==> config.mk <==
export PLATFORM = sky130hd
export DESIGN_NAME = lrt_ram
export DESIGN_NICKNAME = d
export VERILOG_FILES = /design/src/hdl/lrt_ram.sv
export SDC_FILE = /design/constraint.sdc
export NUM_CORES = 1
export LEC_CHECK = 0
export BUFFER_PORTS_ARGS = -buffer_cell sky130_fd_sc_hd__buf_4
export CAP_MARGIN = 20
export CORE_ASPECT_RATIO = 1.5
export CORE_MARGIN = 2
export CORE_UTILIZATION = 46
export DETAILED_ROUTE_END_ITERATION = 16
export PLACE_DENSITY_LB_ADDON = 0.1
export SETUP_SLACK_MARGIN = 0.05
export SKIP_LAST_GASP = 1
export SLEW_MARGIN = 5
export SYNTH_ARGS = -nofsm -noshare
export SYNTH_HDL_FRONTEND = slang
export SYNTH_SLANG_ARGS = --single-unit
==> constraint.sdc <==
create_clock -name clk -period 2.5 [get_ports clk]
set_input_delay 0.25 -clock clk [delete_from_list [all_inputs] [get_ports clk]]
set_output_delay 0.25 -clock clk [all_outputs]
set_load 0.01 [all_outputs]
==> src/hdl/lrt_ram.sv <==
module lrt_ram #(
  parameter int WIDTH = 8,
  parameter int DEPTH = 16
) (
  input  logic                     clk,
  input  logic                     we,
  input  logic [$clog2(DEPTH)-1:0] wr_addr,
  input  logic [WIDTH-1:0]         wr_data,
  input  logic [$clog2(DEPTH)-1:0] rd_addr,
  output logic [WIDTH-1:0]         rd_data
);

  logic [WIDTH-1:0] mem [DEPTH];

  always_ff @(posedge clk) begin
    if (we) begin
      mem[wr_addr] <= wr_data;
    end
    rd_data <= mem[rd_addr];
  end

endmodule

# Word-level counts from Yosys, hierarchy flattened
# Memories as Yosys holds them, arrays and structs flattened. A register that Yosys moved wholly into a read port is not among the register bits.
# Index checks and enable logic that the tools add are counted.
# totals
ramBits	128
out_inout_bits	8
elab_cells	3
input_bits	18
mem_count	1
regBits	0
# op_classes
muxes	2
# mem_list
memory	words	width	read_ports	rd_clocked_by_memory_dff	wr	line_no	text
mem	16	8	1	1	1	13	logic [WIDTH-1:0] mem [DEPTH];
# ops
operator	n
2-to-1 mux 1 bit	2

# Depth between registers and ports, before layout
# depth
depth_word	2
ltp_mapped	5
depth_no_buf	3

# Worst setup path before layout
# No wires, ideal clock.
# synth_path
path_type	in2reg
startpoint	in wr_addr[2]
endpoint	mem mem[0][0], enable pin
cell_stages	2
t_arrival_ns	1.360
setup_ns	0.383
path_slack_ns	0.757
cell_sequence	or3b_2 > nor3_1
# synth_lines
element	line_no	text
start: declaration	7	input logic [$clog2(DEPTH)-1:0] wr_addr,
end: declaration	13	
# No word-level cell before the write port.

# Final worst setup path
# layout_path
startpoint	in wr_addr[2]
endpoint	mem mem[2][1], enable pin
# No word-level cell before the write port.

==> impl_metrics.env <==
export IMPL_hold_depth=1
export IMPL_grt_max_degree=33
export IMPL_clock_sinks=136
export IMPL_crit_family="simple AND/OR/NAND/NOR gates"
export IMPL_insertion_delay_ns=0.40
export IMPL_dr_pass1_iters=4
export IMPL_grt_total_usage=0.180
export IMPL_numPortBuffers=25
export IMPL_syn_area_per_cell_um2=22.5
export IMPL_nets=298
export IMPL_layout_drive_gt1_share=0.301
export IMPL_max_cap_violations=0
export IMPL_synth_top_area_frac=0.747
export IMPL_rsz0062_at_grt="false"
export IMPL_ir_drop_uv=493
export IMPL_worstReg2RegStart="mem[2][1]"
export IMPL_antenna_found_initial=0
export IMPL_yosysTopAreaCell="edfxtp_1"
export IMPL_cts_max_level=4
export IMPL_cellLeakagePower_nw=2.10
export IMPL_syn_cell_area_um2=5150
export IMPL_setup_viol=0
export IMPL_status="finished, final reports clean"
export IMPL_crit_slowest_cell="nor2_1"
export IMPL_maxSlewViolCount=0
export IMPL_relSlewSlack=0.433
export IMPL_end_kind="flop"
export IMPL_post_route_util=0.560
export IMPL_reg2reg_to="rd_data[1]"
export IMPL_clk_pin_slew_ns=0.05
export IMPL_cpPeakStageDelay_ns=0.67
export IMPL_path_class="in2reg"
export IMPL_synthSimpleGateAreaFrac=0.0318
export IMPL_ios=26
export IMPL_mostFrequentLayoutCells="edfxtp_1, buf_4, mux4_2"
export IMPL_async_flop_share=0
export IMPL_drc=0
export IMPL_cts_resized=0
export IMPL_postCtsHoldBufs=0
export IMPL_required_ns=2.53
export IMPL_final_common_cell="edfxtp_1"
export IMPL_fin_crit_sh=0.607
export IMPL_worstHoldStart="wr_data[6]"
export IMPL_drt_total_wl_um=10000
export IMPL_cts_tree="built"
export IMPL_synth_xor_area_share=0
export IMPL_fmax_ghz=0.659
export IMPL_drt_initial_drc_count=156
export IMPL_initial_core_util=0.468
export IMPL_synth_top_family_by_area="multiplexers"
export IMPL_dp_final_hpwl_um=6420
export IMPL_die_x_um=90.4
export IMPL_startpoint_type="input port"
export IMPL_tightest_slew_ns=0.847
export IMPL_postSynthCellCount=229
export IMPL_worstRegToRegCells=3
export IMPL_path_max_fanout=8
export IMPL_hold_path_endpoint="mem[7][6]"
export IMPL_vias=2413
export IMPL_hold_viol_final=0
export IMPL_worstPathArrival_ns=1.54
export IMPL_ff2ff_setup_slack_ns=1.12
export IMPL_grt_pass1_wl_um=15100
export IMPL_synth_seq_cells=136
export IMPL_clockBufferDepth=2
export IMPL_place_congestion=0.730
export IMPL_p_per_area_nw_per_um2=865
export IMPL_core_area_um2=11000
export IMPL_synthAdderAreaFrac=0
export IMPL_critical_path_cell_chain="buf_4, or3b_2, nor2_1"
export IMPL_drtAntennaViolNets=0
export IMPL_synth_mux_area_frac=0.150
export IMPL_die_area_um2=12100
export IMPL_viasPerCell=5.50
export IMPL_tns_ns=0
export IMPL_grt_overflow=0
export IMPL_fillers=826
export IMPL_post_cts_setup_buffers=0
export IMPL_antenna_cells=0
export IMPL_cts_buffers=17
export IMPL_synth_edf_count=128
export IMPL_ys_types=19
export IMPL_cts_root_buf="clkbuf_16"
export IMPL_rows=47
export IMPL_syn_nets=247
export IMPL_final_cell_area_um2=6160
export IMPL_die_y_um=134
export IMPL_placed_cell_area_um2=5560
export IMPL_hold_path_class="in2reg"
export IMPL_grt_pass1_vias=2596
export IMPL_ys_flop_type="edfxtp_1"
export IMPL_fin_skew_ns=0.00516
export IMPL_yosysSeqAreaShare=0.778
export IMPL_path_buf_inv=1
export IMPL_finalCriticalPeriod_ns=1.52
export IMPL_area_growth_pct=19.7
export IMPL_wire_per_inst_um=22.8
export IMPL_synth_compound_area_share=0.0233
export IMPL_yosys_warnings=0
export IMPL_synthTopCellsByArea="edfxtp_1, mux4_2, mux4_1, dfxtp_1, a22oi_1"
report_power, final:
part | total, mW | internal, mW | switching [mW]
Combinational | 0.249 | 0.113 | 0.136
Sequential | 2.57 | 2.55 | 0.0153
Clock | 2.52 | 1.68 | 0.840
Total | 5.33 | 4.34 | 0.991
worst reg2reg max path: cells and delay by family (launching register included):
| family | cells | cell delay (ns) |
|---|---|---|
| multiplexers | 1 | 0.54 |
| AO/OA/AOI/OAI | 1 | 0.28 |
| AND/OR/NAND/NOR | 1 | 0.08 |
| flip-flops | 1 | 0.38 |
how the worst max path moves through the flow:
stage / from / to / slack, ns / cells past startpoint
2_1_floorplan: wr_addr[2] / mem[0][0] / 0.76 / 2
3_3_place_gp: wr_addr[2] / mem[2][3] / 0.52 / 3
3_5_place_dp: wr_addr[2] / mem[2][3] / 0.52 / 3
4_1_cts: wr_addr[2] / mem[2][1] / 0.95 / 3
5_1_grt: wr_addr[2] / mem[2][1] / 0.88 / 3
6_report: wr_addr[2] / mem[2][1] / 0.98 / 3
per-stage QoR:
stage / setup WS [ns] / total power [mW] / std cells / hold slack [ns]
after global placement: 0.524 / 2.86 / 408 / 0.563
after CTS: 0.948 / 5.39 / 439 / 0.146
final: 0.983 / 5.33 / 439 / 0.152
after floorplan: 0.757 / 2.74 / 229 / 0.349
after global routing: 0.880 / 5.49 / 439 / 0.160
after detailed placement: 0.519 / 2.87 / 408 / 0.573
cell type report:
type / count / area (um^2) / area share
well taps: 147 / 184 / 0.0298
flip-flops and latches: 136 / 4000 / 0.650
multi-input cells: 83 / 1060 / 0.172
clock buffers: 21 / 450 / 0.0731
repair buffers: 42 / 315 / 0.0512
clock inverters: 10 / 151 / 0.0246
layer usage:
layer,vias to the layer above,track usage,part of all wire
li1,1072,-,-
met3,18,0.0447,0.035
met4,0,0.0838,0.028
met5,-,0,0
met1,1256,0.223,0.41
met2,67,0.299,0.52
flip-flops by register name, summed over array words and instances (netlist names):
name / flops
rd_data: 8
mem: 128
synthesized netlist by cell type, types with 2 or more instances:
master and n:
a22oi_1 16, buf_2 3, buf_6 3, clkdlybuf4s25_2 3
dfxtp_1 8, edfxtp_1 128, mux4_1 14, mux4_2 18
nand2_1 9, nand2b_1 2, nand3b_1 2, nor2_1 13
nor3_1 4
cell families after synthesis:
| family | Yosys count |
|---|---|
| mux | 32 |
| compound gates | 16 |
| buf+inv | 10 |
| flops | 136 |
| simple gates | 35 |
(Power assumes the default switching activity.)
