**config.mk**
```make
export PLATFORM = sky130hd
export DESIGN_NAME = lrt_scan_unit
export DESIGN_NICKNAME = d
export VERILOG_FILES = /design/src/hdl/lrt_pkg.sv /design/src/hdl/lrt_scan_unit.sv
export SDC_FILE = /design/constraint.sdc
export NUM_CORES = 1
export LEC_CHECK = 0
export ABC_AREA = 0
export BUFFER_PORTS_ARGS = -buffer_cell sky130_fd_sc_hd__buf_2
export CELL_PAD_IN_SITES_DETAIL_PLACEMENT = 0
export CELL_PAD_IN_SITES_GLOBAL_PLACEMENT = 1
export CORE_UTILIZATION = 36
export DETAILED_ROUTE_END_ITERATION = 10
export PLACE_DENSITY = 0.85
export REMOVE_ABC_BUFFERS = 1
export SETUP_SLACK_MARGIN = 0.1
export SYNTH_ARGS = -nofsm -noshare
export SYNTH_HDL_FRONTEND = slang
export SYNTH_SLANG_ARGS = --single-unit
```
**constraint.sdc**
```tcl
create_clock -name clk -period 2.3 [get_ports clk]
set_input_delay 0.345 -clock clk [delete_from_list [all_inputs] [get_ports clk]]
set_output_delay 0.345 -clock clk [all_outputs]
set_load 0.05 [all_outputs]
```
**src/hdl/lrt_pkg.sv**
```systemverilog
package lrt_pkg;

  localparam int SLOTS  = 128;
  localparam int SLOT_W = $clog2(SLOTS);

  localparam int FUNC_W   = 3;
  localparam int LAYER_W  = 16;
  localparam int TIME_W   = 32;
  localparam int USES_W   = 16;
  localparam int CNT_W    = 32;
  localparam int CHOSEN_W = 7;
  localparam int SCORE_W  = 7;
  localparam int RES_W    = 2;

  // Request codes.
  localparam logic [FUNC_W-1:0] FUNC_LOAD     = 3'd0;
  localparam logic [FUNC_W-1:0] FUNC_PREFETCH = 3'd1;
  localparam logic [FUNC_W-1:0] FUNC_EVICT    = 3'd2;
  localparam logic [FUNC_W-1:0] FUNC_EVICT_LRU = 3'd3;
  localparam logic [FUNC_W-1:0] FUNC_SCORE    = 3'd4;

  // Result status codes.
  localparam logic [RES_W-1:0] RES_OK    = 2'd0;
  localparam logic [RES_W-1:0] RES_RANGE = 2'd1;
  localparam logic [RES_W-1:0] RES_NONE  = 2'd2;

  localparam logic [USES_W-1:0] USES_MAX   = '1;
  localparam logic [SCORE_W-1:0] SCORE_MAX = 7'd100;
  localparam logic [SCORE_W-1:0] SCORE_STEP = 7'd10;

  typedef enum logic [1:0] {
    SLOT_EMPTY   = 2'd0,
    SLOT_LOADED  = 2'd1,
    SLOT_EVICTED = 2'd2
  } slot_state_t;

  typedef struct packed {
    slot_state_t        st;
    logic [TIME_W-1:0]  stamp;
    logic [USES_W-1:0]  uses;
  } entry_t;

  localparam int ENTRY_W = $bits(entry_t);

  // Running best of the least-recently-used search.
  typedef struct packed {
    logic              found;
    logic [SLOT_W-1:0] idx;
    logic [TIME_W-1:0] stamp;
    logic [USES_W-1:0] uses;
  } best_t;

  typedef enum logic [2:0] {
    ST_IDLE,
    ST_EXEC,
    ST_SCAN,
    ST_DRAIN,
    ST_VICTIM
  } state_t;

endpackage

```
**src/hdl/lrt_scan_unit.sv**
```systemverilog
module lrt_scan_unit import lrt_pkg::*; (
  input  logic              clk,
  input  logic              rst,
  input  logic              clear,
  input  logic              en,
  input  logic [SLOT_W-1:0] idx,
  input  entry_t            entry,
  output best_t             best
);

  logic take;

  // Strict less-than keeps the lowest index when stamps are equal.
  assign take = en && (entry.st == SLOT_LOADED) && (!best.found || entry.stamp < best.stamp);

  always_ff @(posedge clk) begin
    if (rst || clear) begin
      best <= '0;
    end else if (take) begin
      best.found <= 1'b1;
      best.idx   <= idx;
      best.stamp <= entry.stamp;
      best.uses  <= entry.uses;
    end
  end

endmodule
```
# Word-level counts from Yosys, hierarchy flattened
# Cells that the tools add are included.
[word_totals]
inputBits = 61
out_inout_bits = 56
elab_cells = 11
reg_bits = 56
[op_classes]
n_lt_le_gt_ge = 1
eq_ne = 1
reduce_logical = 5
[op_table]
columns = ["cell", "n"]
rows = [
  ["32-bit less-than comparator", 1],
  ["2-bit by 1-bit == test with 1-bit output (second input constant)", 1],
  ["1-bit logical AND", 2],
  ["1-bit logical OR", 2],
  ["1-bit zero test", 1],
]

# Depth between registers and ports, before layout
# Gate-level depths: netlist of the first run.
[depth]
depth_word = 3
depth_mapped = 10
mapped_depth_nobuf = 8

# Worst setup path after synthesis of the first run
# Ideal clock, no wire load.
[synth_path]
path_type = "flip-flop to flip-flop"
from = "reg best[43] (netlist name)"
to = "reg best[0] (netlist name)"
path_slack_ns = -0.145
path_stages_with_launch = 10
arrival_ns = 2.326
required_ns = 2.180
path_cell_list = "dfxtp_1 > inv_1 > ha_1 > a21oi_2 > o21ai_1 > a221o_1 > a22o_1 > clkbuf_1 > o21ai_0 > a21boi_1"
[synth_via]
elab_chain_len = 3
[synth_lines]
columns = ["element", "line", "text"]
rows = [
  ["start, declared", "lrt_scan_unit.sv:8", "output best_t best"],
  ["32-bit less-than comparator", "lrt_scan_unit.sv:14", "assign take = en && (entry.st == SLOT_LOADED) && (!best.found || entry.stamp < best.stamp);"],
  ["1-bit logical OR", "lrt_scan_unit.sv:14", ""],
  ["1-bit logical AND", "lrt_scan_unit.sv:14", ""],
]
# No other way between the ends.
# A chain may end at the register's enable or synchronous reset.

# Final worst setup path of the first run
[layout_path]
from = "reg best[44] (netlist name)"
to = "reg best[54] (netlist name)"
# The elaborated chain is that of the path after synthesis.

==> results of run 1 <==
kinds of logic (layout without fill, tap and decap cells):
group	Yosys count	after routing	share of synthesized area, %
buf+inv	59	184	9.56
flops	56	56	36.0
fa+ha+maj	31	31	12.4
simple gates	80	80	13.3
compound gates	139	139	28.8
cells in the mapped netlist:
| cell type | count |
|---|---|
| a32oi_1 | 1 |
| and3b_1 | 1 |
| a21boi_1 | 51 |
| o21ai_0 | 60 |
| nand3_1 | 57 |
| nor2_1 | 3 |
| nand2_1 | 9 |
| a21oi_2 | 2 |
| a21oi_1 | 11 |
| buf_2 | 1 |
| nor3_1 | 2 |
| a221o_1 | 2 |
| buf_4 | 5 |
| a21oi_4 | 1 |
| and3_1 | 1 |
| o211ai_1 | 1 |
| o21a_1 | 1 |
| clkbuf_1 | 16 |
| buf_8 | 5 |
| and4_4 | 1 |
| a21boi_0 | 5 |
| a22oi_4 | 1 |
| inv_1 | 32 |
| ha_1 | 31 |
| nor3b_1 | 1 |
| a22o_1 | 1 |
| a21o_1 | 1 |
| dfxtp_1 | 56 |
| nand4_1 | 1 |
| o21ai_1 | 1 |
| and2_1 | 1 |
| and4_1 | 3 |
routing by layer:
layer  vias up  wire length, µm  GRT usage, %
met5         -                0             0
met1      1438             3860          24.1
met4         0               64          4.17
met3         8              506          4.23
met2        84             4070          30.5
li1       1547                -             -
cell type report:
class / instances / area [µm²]
sequential: 56 / 1140
clock inverter: 2 / 13.8
inverter: 32 / 120
timing repair buffer: 144 / 990
fill: 795 / 4010
multi-input combinational: 250 / 1820
clock buffer: 6 / 82.6
tap: 105 / 131
metrics by stage:
stage,TNS (ns),instance area (µm²)
4_1_cts,0,3990
2_1_floorplan,-32.32,2940
3_5_place_dp,-0.0144,3840
6_report,0,4290
5_1_grt,0,4290
3_3_place_gp,0,3840
final timing paths:
| check | end | slack, ns |
|---|---|---|
| worst min register to register | best[51] | 0.48 |
| worst min-delay path | best[1] | 0.27 |
| worst max-delay path | best[54] | 0.18 |
| worst max register to register | best[54] | 0.18 |
power by group through the flow:
stage | Combinational (mW) | Sequential (mW) | Clock [mW]
final | 0.417 | 1.00 | 0.577
after global routing | 0.458 | 1.00 | 0.643
after CTS | 0.376 | 1.00 | 0.599
after detailed placement | 0.371 | 1.02 | 0
after global placement | 0.365 | 1.02 | 0
after floorplan | 0.153 | 1.08 | 0
worst max-delay path, delay by kind of cell (launching register included):
| kind | cells | cell delay (ns) |
|---|---|---|
| adder cells (fa/ha/maj) | 1 | 0.27 |
| AO/OA/AOI/OAI | 3 | 0.81 |
| buffers and inverters | 3 | 0.36 |
| AND/OR/NAND/NOR | 2 | 0.28 |
| flip-flops | 1 | 0.34 |
repair_timing:
item / 4_1_cts / 5_1_grt
pin swaps: 0 / 11
setup endpoints to repair: 8 / 55
endpoints found under the hold margin: 0 / 0
resized for setup: 2 / 53
buffers inserted: 2 / 9
cloned: 1 / 3
==> qor.yml, run 1 <==
global_route:
  grt_max_degree: 31
  overflow: 0
  antenna_found_initial: 0
  grt_first_pass_wirelength_mm: 13.1
  grt_pass1_vias: 2764
  gr-usage-all-layers_pct: 18.3
die:
  coreArea_mm2: 0.00830
  dieWidth_um: 95.0
  boundaryPins: 117
  initial_core_util_pct: 37.5
  die_h_um: 95.0
  die-area_mm2: 0.00903
  num_rows: 33
clocking:
  cts_sinks: 56
  cts.root.buffer_cell: "clkbuf_8"
  cts_max_level: 2
  cts_buffers: 5
  cts-hold-fix-buffers: 0
  clk_latency_ns: 0.31
  cts_tree: "done"
  clock_path_buffers: 2
  clk_pin_slew_ns: 0.10
final_layout:
  final_nets: 581
  finish.utilization_pct: 51.7
  max_flop_register: "best"
  antenna_cells: 0
  mostFrequentLayoutCells: "116 x buf_2, 57 x nand3_1, 51 x a21boi_1"
  top_regs: "best (56)"
  instances_no_fill: 595
  drive_above_1_share_pct: 37.8
  largest_reg_flops: 56
  areaGrowthSynthToFinish_pct: 37.8
  layout_commonest_cell: "buf_2"
worst_setup_path:
  crit_chain: "inv_1 -> ha_1 -> and4_1 -> a221o_1 -> a22oi_4 -> buf_6 -> clkbuf_16 -> nand3_1 -> a21boi_0"
  arrival_ns: 2.36
  critical_path.slowest_cell: "a221o_1"
  r2r_start: "best[44]"
  cp_slowest_stage_delay_ns: 0.42
  worstRegToRegCells: 9
  startpoint: "best[44]"
  crit_path_end_kind: "register"
  crit_type: "register to register"
  required_ns: 2.54
  cp-start-kind: "register"
  critPathMaxFanout: 4
power_and_ir_drop:
  power_switching_mw: 0.579
  combPwrFrac_pct: 20.9
  power_mw: 1.99
  internal_power_mw: 1.41
  clockPowerShare_pct: 28.9
  ir_drop_mv: 0.268
  power_density_mw_per_mm2: 464
  leakagePower_nw: 1.81
  power_frac_seq_pct: 50.2
  sw_frac_of_total_pct: 29.0
timing:
  finalMaxSlewViolations: 0
  maxSlewHeadroom_pct: 60.9
  setup_ws_ns: 0.176
  whs_ns: 0.273
  worstMarginPinSlew_ns: 0.585
  layout_min_cycle_time_ns: 2.12
  rsz0062_at_grt: "no"
  fmax_ghz: 0.471
  setup_violations: 0
  layout_worst_path_cycle_share_pct: 92.3
  finClkSkew_ns: 0.00687
  hold_viol: 0
placed_design:
  gp_congestion: 0.750
  dp_hpwl_mm: 5.88
  post-place-cells: 572
  dp_slack_ns: -0.0135
  io_buffers: 116
detailed_routing:
  wirelength_mm: 8.51
  routed_via_density: 5.17
  drt_first_pass_iters: 4
  drtIter0Drc: 128
  route.detailed.drc: 0
  detail-route-antenna-nets: 0
  detailroute.via_count: 3077
  wl_per_cell_um: 14.3
worst_hold_path:
  min_from: "entry[1]"
  holdCritPathClass: "input pin to register"
  holdPathStages: 3
flow_run:
  max_cap_viol_count: 0
synthesis:
  ys_seq_area_share_pct: 36.0
  synth_top_area_cell: "dfxtp_1"
  syn-cell-area_mm2: 0.00312
  synth_cells: 365
  ys_types: 32
  syn_area_per_cell_um2: 8.54
  synth_seq_cells: 56
  synth_top_area_share_pct: 36.0
  ys.warnings.count: 0
  synth_area_leaders: "dfxtp_1 36%, ha_1 12%, a21boi_1 12%"
run_status:
  outcome: "finished clean"
Note: power is estimated with default switching activity, not from simulation.
==> run 2: changes to the inputs <==
- CORE_UTILIZATION: 36 -> 38
- CTS_CLUSTER_DIAMETER: not set -> 200
- PLACE_DENSITY: 0.85 -> 0.89
- clock period: 2.3 -> 2.6 ns (I/O delays scaled with it)
==> run 2 against run 1 <==
Cell area is 11% lower. Sequential power shrank 12%. Sequential share of layout area up 2.7 points. Clock skew is 0.0022 ns higher. Power shrank 17%. Combinational power decreased by 24%. Critical path depth is the same. Worst setup slack improved by 0.14 ns. Final cell count is 3.9% lower. Count of clock-buffer cells in the layout unchanged. Register-to-register slack better by 0.14 ns. Via count decreased by 3.0%.
==> qor.yml, run 2 (synthesis gave the netlist of run 1 again) <==
worst_setup_path:
  worstReg2RegEnd: "best[13]"
  crit_type: "register to register"
  r2r_setup_slack_ns: 0.32  # +0.14 ns
  cp_common_cell: "o21ai_0"
  crit_path_end_kind: "register"
  crit_chain: "inv_1 -> ha_1 -> a21oi_1 -> o21ai_0 -> a221o_1 -> a22o_2 -> buf_12 -> o21ai_0 -> a21boi_1"
  cp_slowest_stage_delay_ns: 0.41  # about the same
  required_ns: 2.80  # +0.26 ns
  arrival_ns: 2.48  # +0.12 ns
  critPathMaxFanout: 43  # +39
  r2r_start: "best[35]"
  cp-start-kind: "register"
  critical_path.slowest_cell: "a221o_1"
  worstRegToRegCells: 9  # unchanged
global_route:
  grt_busiest_layer: "met2"
  use_met3_pct: 4.19  # -0.039 points
  gr-usage-all-layers_pct: 18.3  # -0.028 points
  grt_max_degree: 57  # +84%
  grt_pass1_vias: 2805  # +1.5%
  grt_use_met1_pct: 22.8  # -1.3 points
  grt.met2_usage_pct: 32.2  # +1.7 points
  antenna_found_initial: 0  # unchanged
  overflow: 0  # unchanged
  grt_first_pass_wirelength_mm: 12.8  # -2.5%
placed_design:
  dp_hpwl_mm: 5.43  # -7.6%
  post-place-cells: 565  # -1.2%
  gp_congestion: 0.802  # +6.9%
  io_buffers: 116  # unchanged
timing:
  fmax_ghz: 0.438  # -6.9%
  finalSetupTns_ns: 0  # unchanged
  maxSlewHeadroom_pct: 66.0  # +5.1 points
  layout_min_cycle_time_ns: 2.28  # +0.157 ns
  rsz0062_at_grt: "no"
  hold_viol: 0  # unchanged
  worstMarginPinSlew_ns: 0.510  # -0.0748 ns
  setup_violations: 0  # unchanged
  finClkSkew_ns: 0.00910  # +0.00223 ns
  layout_worst_path_cycle_share_pct: 87.7  # -4.6 points
  finalMaxSlewViolations: 0  # unchanged
power_and_ir_drop:
  sw_frac_of_total_pct: 28.8  # -0.28 points
  power_frac_seq_pct: 53.3  # +3.1 points
  internal_power_mw: 1.18  # -17%
  clockPowerShare_pct: 27.6  # -1.3 points
  combPwrFrac_pct: 19.0  # -1.9 points
  power_switching_mw: 0.476  # -18%
  power_density_mw_per_mm2: 432  # -7.1%
  power_mw: 1.66  # -17%
  ir_drop_mv: 0.207  # -23%
  leakagePower_nw: 1.61  # -11%
detailed_routing:
  drt_first_pass_iters: 4  # unchanged
  route.detailed.drc: 0  # unchanged
  wl_per_cell_um: 13.5  # -5.5%
  detailroute.via_count: 2984  # -3.0%
  routed_via_density: 5.22  # +0.88%
  drtIter0Drc: 196  # +53%
  wirelength_mm: 7.73  # -9.2%
  detail-route-antenna-nets: 0  # unchanged
final_layout:
  top_regs: "best (56)"
  max_flop_register: "best"
  areaGrowthSynthToFinish_pct: 23.2
  drive_above_1_share_pct: 29.6  # -8.2 points
  antenna_cells: 0  # unchanged
  final_nets: 562  # -3.3%
  layout_commonest_cell: "buf_2"
  mostFrequentLayoutCells: "116 x buf_2, 60 x o21ai_0, 57 x nand3_1"
  instances_no_fill: 572  # -3.9%
  finish.utilization_pct: 48.9  # -2.8 points
  largest_reg_flops: 56  # unchanged
die:
  boundaryPins: 117  # unchanged
  die_h_um: 92.5  # -2.6%
  coreArea_mm2: 0.00785  # -5.4%
  dieWidth_um: 92.5  # -2.6%
  num_rows: 32  # -3.0%
  die-area_mm2: 0.00856  # -5.2%
  initial_core_util_pct: 39.7  # +2.2 points
clocking:
  cts_max_level: 2  # unchanged
  clk_pin_slew_ns: 0.09  # about the same
  cts_tree: "done"
  cts_buffers: 5  # unchanged
  cts_sinks: 56  # unchanged
  clock_path_buffers: 2  # unchanged
  post_cts_resize_count: 0  # -2
  cts-hold-fix-buffers: 0  # unchanged
  cts.root.buffer_cell: "clkbuf_8"
  cts_setup_buffers: 0  # -2
  clk_latency_ns: 0.30  # about the same
run_status:
  outcome: "finished clean"
worst_hold_path:
  holdCritPathClass: "input pin to register"
  holdPathStages: 3  # unchanged
  hold_end: "best[8]"
  min_from: "entry[8]"
flow_run:
  max_cap_viol_count: 0  # unchanged
run 2: metal layers:
metal	routed length [µm]	part of all wire, %
met1	3400	44
met2	3780	49
met3	492	6.4
met4	57	0.74
met5	0	0
run 2: worst max path at each step:
stage	start	to	slack, ns	cells after the start
floorplan	best[46]	best[15]	-0.30	8
global placement	entry[33]	best[54]	0.21	9
detailed placement	entry[33]	best[4]	0.18	9
CTS	best[35]	best[49]	0.30	9
global route	best[33]	best[2]	0.11	9
finish	best[35]	best[13]	0.32	9
run 2: layout make-up:
type / count / area [µm²]
clock buffer: 6 / 72.6
clock inverter: 1 / 5.00
fill: 792 / 4010
inverter: 32 / 120
multi-input combinational: 250 / 1710
sequential: 56 / 1120
tap: 102 / 128
timing repair buffer: 125 / 686
run 2: power groups by stage:
| stage | combinational [mW] | clock, mW | sequential (mW) |
|---|---|---|---|
| after floorplan | 0.135 | 0 | 0.960 |
| after global placement | 0.312 | 0 | 0.903 |
| after detailed placement | 0.316 | 0 | 0.904 |
| after CTS | 0.318 | 0.485 | 0.884 |
| after global routing | 0.351 | 0.509 | 0.886 |
| final | 0.315 | 0.458 | 0.884 |
run 2: critical path: cells and delay by family, from the launching register on:
family	cells	cell delay, ns
adders and majority gates	1	0.30
buffers and inverters	2	0.26
DFF	1	0.36
AOI/OAI and AO/OA	6	1.24
run 2: through the flow:
step	cell area, µm²	hold slack, ns	worst slack [ns]
4_1_cts	3840	0.312	0.295
2_1_floorplan	2940	0.537	-0.301
6_report	3840	0.331	0.319
5_1_grt	3840	0.311	0.106
3_5_place_dp	3760	0.468	0.181
3_3_place_gp	3760	0.460	0.210
==> run 3: changes to the inputs <==
- CTS_BUF_LIST: not set -> sky130_fd_sc_hd__clkbuf_16
==> run 3 against run 2 <==
Die area unchanged. Sequential power about the same. Worst setup slack better by 0.0017 ns. Cell area up 1.5%. Count of clock-buffer cells in the layout down 1. Combinational power about the same. Critical path depth unchanged. Via count up 0.10%. Largest cell class unchanged.
==> qor.yml, run 3 (synthesis gave the netlist of run 1 again) <==
placed_design:
  dp_hpwl_mm: 5.43  # unchanged
  dp_slack_ns: 0.181  # unchanged
  io_buffers: 116  # unchanged
  dpl_cell_area_mm2: 0.00376  # unchanged
  post-place-cells: 565  # unchanged
  gp_congestion: 0.802  # unchanged
worst_setup_path:
  crit_type: "register to register"
  arrival_ns: 2.45  # -0.03 ns
  required_ns: 2.77  # -0.03 ns
  r2r_setup_slack_ns: 0.32  # about the same
  crit_path_end_kind: "register"
  critPathMaxFanout: 43  # unchanged
  cp-start-kind: "register"
  worstReg2RegEnd: "best[14]"
  r2r_start: "best[35]"
  worstRegToRegCells: 9  # unchanged
detailed_routing:
  highest_layer: "met4"
  drt-met1-wl_mm: 3.44  # +1.2%
  wl_per_cell_um: 13.5  # -0.31%
  drt_first_pass_iters: 4  # unchanged
  detail-route-antenna-nets: 0  # unchanged
  dr_wl_met3_um: 460  # -6.5%
  met2WireLength_mm: 3.76  # -0.58%
  wirelength_mm: 7.70  # -0.31%
  routed_via_density: 5.22  # +0.10%
  detailroute.via_count: 2987  # +0.10%
  drtIter0Drc: 188  # -4.1%
  route.detailed.drc: 0  # unchanged
final_layout:
  instances_no_fill: 572  # unchanged
  areaGrowthSynthToFinish_pct: 25.0
  largest_reg_flops: 56  # unchanged
  antenna_cells: 0  # unchanged
  final_nets: 562  # unchanged
  max_flop_register: "best"
  mostFrequentLayoutCells: "116 x buf_2, 60 x o21ai_0, 57 x nand3_1"
  top_regs: "best (56)"
  final_area_mm2: 0.00389  # +1.5%
  finish.utilization_pct: 49.6  # +0.72 points
  layout_commonest_cell: "buf_2"
  drive_above_1_share_pct: 29.6  # unchanged
power_and_ir_drop:
  ir_drop_mv: 0.241  # +16%
  power_frac_seq_pct: 48.0  # -5.3 points
  power_mw: 1.84  # +11%
  combPwrFrac_pct: 17.1  # -1.9 points
  leakagePower_nw: 1.64  # +1.8%
  power_density_mw_per_mm2: 473  # +9.5%
  power_switching_mw: 0.498  # +4.6%
  clockPowerShare_pct: 34.9  # +7.3 points
  sw_frac_of_total_pct: 27.1  # -1.7 points
  internal_power_mw: 1.34  # +14%
timing:
  setup_violations: 0  # unchanged
  fmax_ghz: 0.439  # about the same
  whs_ns: 0.350  # +0.0188 ns
  layout_min_cycle_time_ns: 2.28  # -0.00168 ns
  finalMaxSlewViolations: 0  # unchanged
  maxSlewHeadroom_pct: 66.1  # +0.14 points
  worstMarginPinSlew_ns: 0.508  # -0.00207 ns
  finClkSkew_ns: 0.00618  # -0.00292 ns
  setup_ws_ns: 0.321  # +0.00168 ns
  layout_worst_path_cycle_share_pct: 87.7  # about the same
  rsz0062_at_grt: "no"
  finalSetupTns_ns: 0  # unchanged
  hold_viol: 0  # unchanged
clocking:
  cts_setup_buffers: 0  # unchanged
  cts-hold-fix-buffers: 0  # unchanged
  clk_latency_ns: 0.29  # about the same
  cts_buffers: 5  # unchanged
  clk_pin_slew_ns: 0.07  # -0.02 ns
  cts_sinks: 56  # unchanged
  cts.root.buffer_cell: "clkbuf_16"
  clock_path_buffers: 2  # unchanged
  cts_max_level: 2  # unchanged
  cts_tree: "done"
  post_cts_resize_count: 0  # unchanged
global_route:
  grt_first_pass_wirelength_mm: 12.8  # +0.16%
  grt_pass1_vias: 2820  # +0.53%
  overflow: 0  # unchanged
  antenna_found_initial: 0  # unchanged
  gr-usage-all-layers_pct: 18.4  # +0.059 points
  grt_max_degree: 57  # unchanged
worst_hold_path:
  holdCritPathClass: "input pin to register"
  min_from: "entry[8]"
  hold_end: "best[8]"
  holdPathStages: 3  # unchanged
run_status:
  outcome: "finished clean"
flow_run:
  max_cap_viol_count: 0  # unchanged
die:
  die-area_mm2: 0.00856  # unchanged
  die_h_um: 92.5  # unchanged
  boundaryPins: 117  # unchanged
  coreArea_mm2: 0.00785  # unchanged
  num_rows: 32  # unchanged
  dieWidth_um: 92.5  # unchanged
  initial_core_util_pct: 39.7  # unchanged
==> run 3: power groups by stage <==
stage                     logic, mW  clock network, mW  registers (mW)
after global placement        0.312                  0           0.903
after global routing          0.351              0.692           0.885
final                         0.315              0.643           0.884
after floorplan               0.135                  0           0.960
after detailed placement      0.316                  0           0.904
after CTS                     0.318              0.666           0.884
==> run 3: worst max-delay path by stage <==
stage	startpoint	end	slack (ns)	depth (start not counted)
3_3_place_gp	entry[33]	best[54]	0.21	9
6_report	best[35]	best[14]	0.32	9
5_1_grt	best[33]	best[2]	0.11	9
4_1_cts	best[35]	best[4]	0.30	9
3_5_place_dp	entry[33]	best[4]	0.18	9
2_1_floorplan	best[46]	best[15]	-0.30	8
==> run 3: cell type report <==
class                           instances  area (µm²)
Sequential cell                        56        1120
Clock inverter                          2        8.76
Clock buffer                            5         125
Fill cell                             777        3950
Tap cell                              102         128
Inverter                               32         120
Timing Repair Buffer                  125         686
Multi-Input combinational cell        250        1710
==> run 3: layer usage <==
| metal | up-vias | global-route usage, % |
|---|---|---|
| li1 | 1503 | - |
| met1 | 1393 | 22.9 |
| met2 | 87 | 32.3 |
| met3 | 4 | 3.94 |
| met4 | 0 | 4.04 |
| met5 | - | 0 |
==> run 3: worst max-delay path, cell delays in order (launching register included) <==
cell      delay (ns)
dfxtp_1         0.35
inv_1           0.06
ha_1            0.30
a21oi_1         0.12
o21ai_0         0.11
a221o_1         0.41
a22o_2          0.33
buf_12          0.20
o21ai_0         0.18
a21boi_1        0.09
